[config.mk]
export PLATFORM = sky130hd
export DESIGN_NAME = pbrr_ctrl
export DESIGN_NICKNAME = d
export VERILOG_FILES = /design/src/pbrr_pkg.sv /design/src/pbrr_ctrl.sv
export SDC_FILE = /design/constraint.sdc
export NUM_CORES = 1
export LEC_CHECK = 0
export ABC_AREA = 1
export BUFFER_PORTS_ARGS = -buffer_cell sky130_fd_sc_hd__buf_2
export CAP_MARGIN = 40
export CELL_PAD_IN_SITES_DETAIL_PLACEMENT = 1
export CELL_PAD_IN_SITES_GLOBAL_PLACEMENT = 1
export CORE_AREA = 8 8 45 47
export DETAILED_ROUTE_END_ITERATION = 8
export DIE_AREA = 0 0 53 55
export PLACE_DENSITY = 0.4
export SYNTH_ARGS = -nofsm -noshare
export SYNTH_HDL_FRONTEND = slang
export SYNTH_SLANG_ARGS = --single-unit
[constraint.sdc]
create_clock -name clk -period 1.6 [get_ports clk]
set_input_delay 0.32 -clock clk [delete_from_list [all_inputs] [get_ports clk]]
set_output_delay 0.32 -clock clk [all_outputs]
set_load 0.005 [all_outputs]
[src/pbrr_pkg.sv]
`timescale 1ns / 1ps

package pbrr_pkg;

    localparam int OFF_W = 24;
    localparam int LEN_W = 17;

    localparam logic [31:0] CMD_HEAD_WORD  = 32'h02AA_0000;
    localparam logic [31:0] CMD_WEAVE_WORD = 32'h03AA_0000;
    localparam logic [31:0] CMD_BACK_WORD  = 32'h0D0A_0000;
    localparam logic [7:0]  DATA_REQ_TOP   = 8'h0A;
    localparam logic [7:0]  READY_BYTE     = 8'hAA;
    localparam logic [7:0]  END_BYTE       = 8'hFF;

    localparam logic [1:0] MODE_IDLE  = 2'd0;
    localparam logic [1:0] MODE_HEAD  = 2'd1;
    localparam logic [1:0] MODE_WEAVE = 2'd2;

    localparam logic [1:0] KIND_ACK  = 2'd0;
    localparam logic [1:0] KIND_DATA = 2'd1;
    localparam logic [1:0] KIND_END  = 2'd2;
    localparam logic [1:0] KIND_ECHO = 2'd3;

    localparam logic REQ_CMD  = 1'b0;
    localparam logic REQ_LOAD = 1'b1;

    typedef struct packed {
        logic        req_type;
        logic [31:0] command_word;
        logic [15:0] load_address;
        logic [7:0]  load_byte;
    } req_t;

    typedef struct packed {
        logic [7:0] reply_byte;
        logic [1:0] reply_kind;
        logic [1:0] mode_after;
    } rsp_t;

    // controller -> datapath
    typedef struct packed {
        logic capture;
        logic exec;
        logic cfg_we;
    } ctrl_cmd_t;

    // datapath -> controller
    typedef struct packed {
        logic reply_pending;
    } dp_status_t;

endpackage

[src/pbrr_ctrl.sv]
`timescale 1ns / 1ps

module pbrr_ctrl
    import pbrr_pkg::*;
(
    input  logic       clk,
    input  logic       rst_n,
    input  logic       start,
    input  logic       cfg_valid,
    input  dp_status_t status,
    output ctrl_cmd_t  cmd,
    output logic       busy,
    output logic       cfg_ready,
    output logic       rsp_valid
);

    localparam logic [1:0] ST_IDLE  = 2'd0;
    localparam logic [1:0] ST_EXEC  = 2'd1;
    localparam logic [1:0] ST_REPLY = 2'd2;

    logic [1:0] state_reg;
    logic [1:0] state_next;

    always_comb
    begin
        state_next = state_reg;
        unique case (state_reg)
            ST_IDLE:
            begin
                if (start)
                begin
                    state_next = ST_EXEC;
                end
            end
            ST_EXEC:
            begin
                state_next = status.reply_pending ? ST_REPLY : ST_IDLE;
            end
            ST_REPLY:
            begin
                state_next = ST_IDLE;
            end
            default:
            begin
                state_next = ST_IDLE;
            end
        endcase
    end

    always_ff @(posedge clk or negedge rst_n)
    begin
        if (!rst_n)
        begin
            state_reg <= ST_IDLE;
        end
        else
        begin
            state_reg <= state_next;
        end
    end

    assign busy        = (state_reg != ST_IDLE);
    assign cfg_ready   = (state_reg == ST_IDLE);
    assign rsp_valid   = (state_reg == ST_REPLY);
    assign cmd.capture = start && (state_reg == ST_IDLE);
    assign cmd.exec    = (state_reg == ST_EXEC);
    assign cmd.cfg_we  = cfg_valid && cfg_ready;

    // a reply cycle always follows an execute cycle
    assert property (@(posedge clk) disable iff (!rst_n)
        (state_reg == ST_REPLY) |-> $past(state_reg == ST_EXEC))
        else $error("reply without execute");

    assert property (@(posedge clk) disable iff (!rst_n)
        cmd.capture |=> (state_reg == ST_EXEC))
        else $error("captured item not executed");

endmodule

; ---- Word level (Yosys, flattened, before mapping)
; Index checks and enable logic that the tools add are counted.
[classes]
n_mux = 3
n_eq_ne = 3
reduce_logical = 4
[ops]
columns = operator, count
row1 = 2-bit two-way mux, 2
row2 = 2-bit case mux with 2 select lines, 1
row3 = 2-bit by 1-bit equality test with 1-bit output (second input constant), 1
row4 = 2-bit equality test (second input constant), 1
row5 = 1-bit logical AND, 2
row6 = 2-bit logical NOT, 1
row7 = 2-bit inequality test (second input constant), 1
row8 = 2-bit nonzero test, 1
[word_totals]
in_bits = 5
regBits = 2

; ---- Longest topological paths before layout
[logic_depth]
ltp_word = 2
depth_mapped = 3

; ---- Worst setup path before layout
; No wires, ideal clock.
[synth_timing]
kind = register to output
from = reg state_reg[0]
to = out cmd[0] (netlist bit)
t_arrival_ps = 607
t_required_ps = 1280
path_slack_ps = 673
path_stages_with_launch = 4
path_cell_list = dfrtp_1 > inv_2 > nand2_4 > nor2_1
[synth_lines]
columns = item, line
row1 = start: declaration, pbrr_ctrl.sv:21  ; logic [1:0] state_reg;
row2 = start signal: assignment, pbrr_ctrl.sv:58  ; state_reg <= state_next;
row3 = end: declaration, pbrr_ctrl.sv:11  ; output ctrl_cmd_t cmd,

==> flow_metrics.env <==
export IMPL_status="complete, no violations"
export IMPL_grt_pass1_wl_um=655
export IMPL_nets=37
export IMPL_clock_skew_ps=2.36
export IMPL_final_setup_vio_count=0
export IMPL_postSynthNetCount=21
export IMPL_critical_path_endpoint_type="output pin"
export IMPL_yosys_warnings=0
export IMPL_yosys_area_top_type_share_pct=45.5
export IMPL_hold_path_class="primary input to flip-flop"
export IMPL_rsz0062_at_grt="no"
export IMPL_totalPowerFinal_uw=216
export IMPL_switching_share_pct=26.2
export IMPL_mean_instance_size_in_the_synthesized_netlist_sq_um=6.88
export IMPL_remaining_drc_errors=0
export IMPL_leakagePower_nw=0.138
export IMPL_share_comb_of_total_power_pct=21.1
export IMPL_final_max_slew_violation_count=0
export IMPL_arrival_ps=940
export IMPL_holdWs_ps=304
export IMPL_power_internal_uw=159
export IMPL_detailroute_via_count=149
export IMPL_cts_max_level=1
export IMPL_mostFrequentLayoutCell="buf_2"
export IMPL_dieHeight_um=55
export IMPL_cp_launch_type="flip-flop"
export IMPL_max_cap_violations=0
export IMPL_grt_antenna_before_repair=0
export IMPL_synth_top_area_cell="dfrtp_1"
export IMPL_power_frac_clock_pct=52.2
export IMPL_vdd_ir_drop_max_v=0.000164
export IMPL_switching_power_uw=56.7
export IMPL_mappedNetlistArea_sq_um=110
export IMPL_core_area_sq_um=1380
export IMPL_largest_register_ffs=2
export IMPL_cells_taking_the_most_area_after_synthesis="dfrtp_1 (45%), inv_1 (17%), nor2_1 (17%)"
export IMPL_cts_tree="built"
export IMPL_track_usage_pct=3.83
export IMPL_fmax_ghz=0.792
export IMPL_ctsLongestPathBuffers=2
export IMPL_drt_initial_drc_count=0
export IMPL_worstSetupPathType="flip-flop to output pin"
export IMPL_area_growth_syn_to_layout_pct=93.2
export IMPL_drt_pass1_iterations=1
export IMPL_final_count_of_hold_timing_violations=0
export IMPL_synth_seq_cells=2
export IMPL_root_buffer="clkbuf_4"
export IMPL_min_period_over_period_pct=78.9
export IMPL_timing_critical_path_fanout_max=5
export IMPL_num_antenna_cells=0
export IMPL_power_per_unit_of_standard_cell_area_nw_per_um2=1020
export IMPL_clkSlewWorstSetupHoldPaths_ps=30
export IMPL_postCtsSetupBuffers=0
export IMPL_placed_area_sq_um=180
export IMPL_cts_buffers_inserted=3
export IMPL_drt_antenna_violating_nets=0
export IMPL_clock_sink_count=2
export IMPL_sequential_area_share_after_synthesis_pct=45.5
export IMPL_synthCells=16
export IMPL_final_layout_size_suffix_gt1_share_pct=53.3
export IMPL_cts_repair_resized=0
export IMPL_worstSkewPairLatency_ps=230
export IMPL_initial_core_utilization_pct=7.96
export IMPL_design_die_area_sq_um=2920
export IMPL_grt_pass1_vias=158
export IMPL_design_portCount=11
export IMPL_critical_path_required_ps=1280
export IMPL_design_area_sq_um=213
export IMPL_wirelength_um=423
export IMPL_gpl_final_weighted_congestion=0.512
export IMPL_worstMarginPinSlew_ps=114
export IMPL_route_detailed_wl_per_inst_um=9.20
export IMPL_chipWidth_um=53
export IMPL_gr_total_overflow=0
export IMPL_fin_setup_tns_ps=0
export IMPL_num_rows=14
export IMPL_layout_min_cycle_time_ps=1260
export IMPL_mostFrequentLayoutCells="buf_2 (10), inv_1 (5), nor2_1 (5)"
export IMPL_buffer_ports_inserted=10
export IMPL_maximum_number_of_pins_on_one_net_before_global_route_repair=6
export IMPL_dp_final_hpwl_um=355
export IMPL_slew_headroom_pct=92.4
export IMPL_holdBufCountCts=1
export IMPL_p_seq_share_pct=26.7
export IMPL_detail_route_vias_per_cell=3.24
export IMPL_post_synth_num_cell_types=6
## area by class of cell
class                      instances  area [sq um]
clock buffer                       3          22.5
timing repair buffer              11          60.1
multi-input combinational          7          33.8
tap                               16          20.0
fill                             167          1170
sequential                         2          50.0
inverter                           7          26.3
## metal layers
layer	share of wire, %	track usage, %	vias up	wire length (um)
met2	31	3.71	14	131
li1	-	-	69	-
met4	7.1	6.47	0	30
met5	0	0	-	0
met3	22	4.55	4	92
met1	40	2.89	62	169
## stage by stage
| stage | util, % | setup WS [ps] | std cells |
|---|---|---|---|
| 2_1_floorplan | - | 673 | 16 |
| 3_3_place_gp | 13.0 | 585 | 42 |
| 3_5_place_dp | 13.0 | 564 | 42 |
| 4_1_cts | 15.4 | 321 | 46 |
| 5_1_grt | 15.4 | 274 | 46 |
| 6_report | 15.4 | 338 | 46 |
## worst paths after layout
kind | slack (ps) | to | from | cells past startpoint
max | 340 | cmd[2] | state_reg[0] | 4
min | 300 | state_reg[1] | status | 3
max reg2reg | 920 | state_reg[0] | state_reg[0] | 3
min reg2reg | 530 | state_reg[0] | state_reg[1] | 3
max in group asynchronous | 1080 | state_reg[0] | rst_n | 2
min in group asynchronous | 420 | state_reg[1] | rst_n | 2
## critical path: stages (launching register included)
cell and delay [ps]:
dfrtp_1 390, inv_2 80, nand2_4 60, nor2_1 80
buf_2 110
## Yosys cell counts
cell	count
inv_1	5
nor2_1	5
dfrtp_1	2
inv_2	2
nand2_1	1
nand2_4	1
## power by group through the flow
stage          combinational (mW)  clock, mW  sequential, mW
6_report                   0.0455      0.113          0.0576
5_1_grt                    0.0516      0.125          0.0578
3_5_place_dp               0.0448          0          0.0582
2_1_floorplan              0.0213          0          0.0577
3_3_place_gp               0.0431          0          0.0578
4_1_cts                    0.0472      0.119          0.0577
## cells by family (layout without fill, tap and decap cells)
group / count (synthesis) / count (layout) / synth area share [%]
AND/OR/NAND/NOR: 7 / 7 / 30.7
flip-flops: 2 / 2 / 45.5
buffers and inverters: 7 / 21 / 23.9
Power figures use the tool's default switching activity.
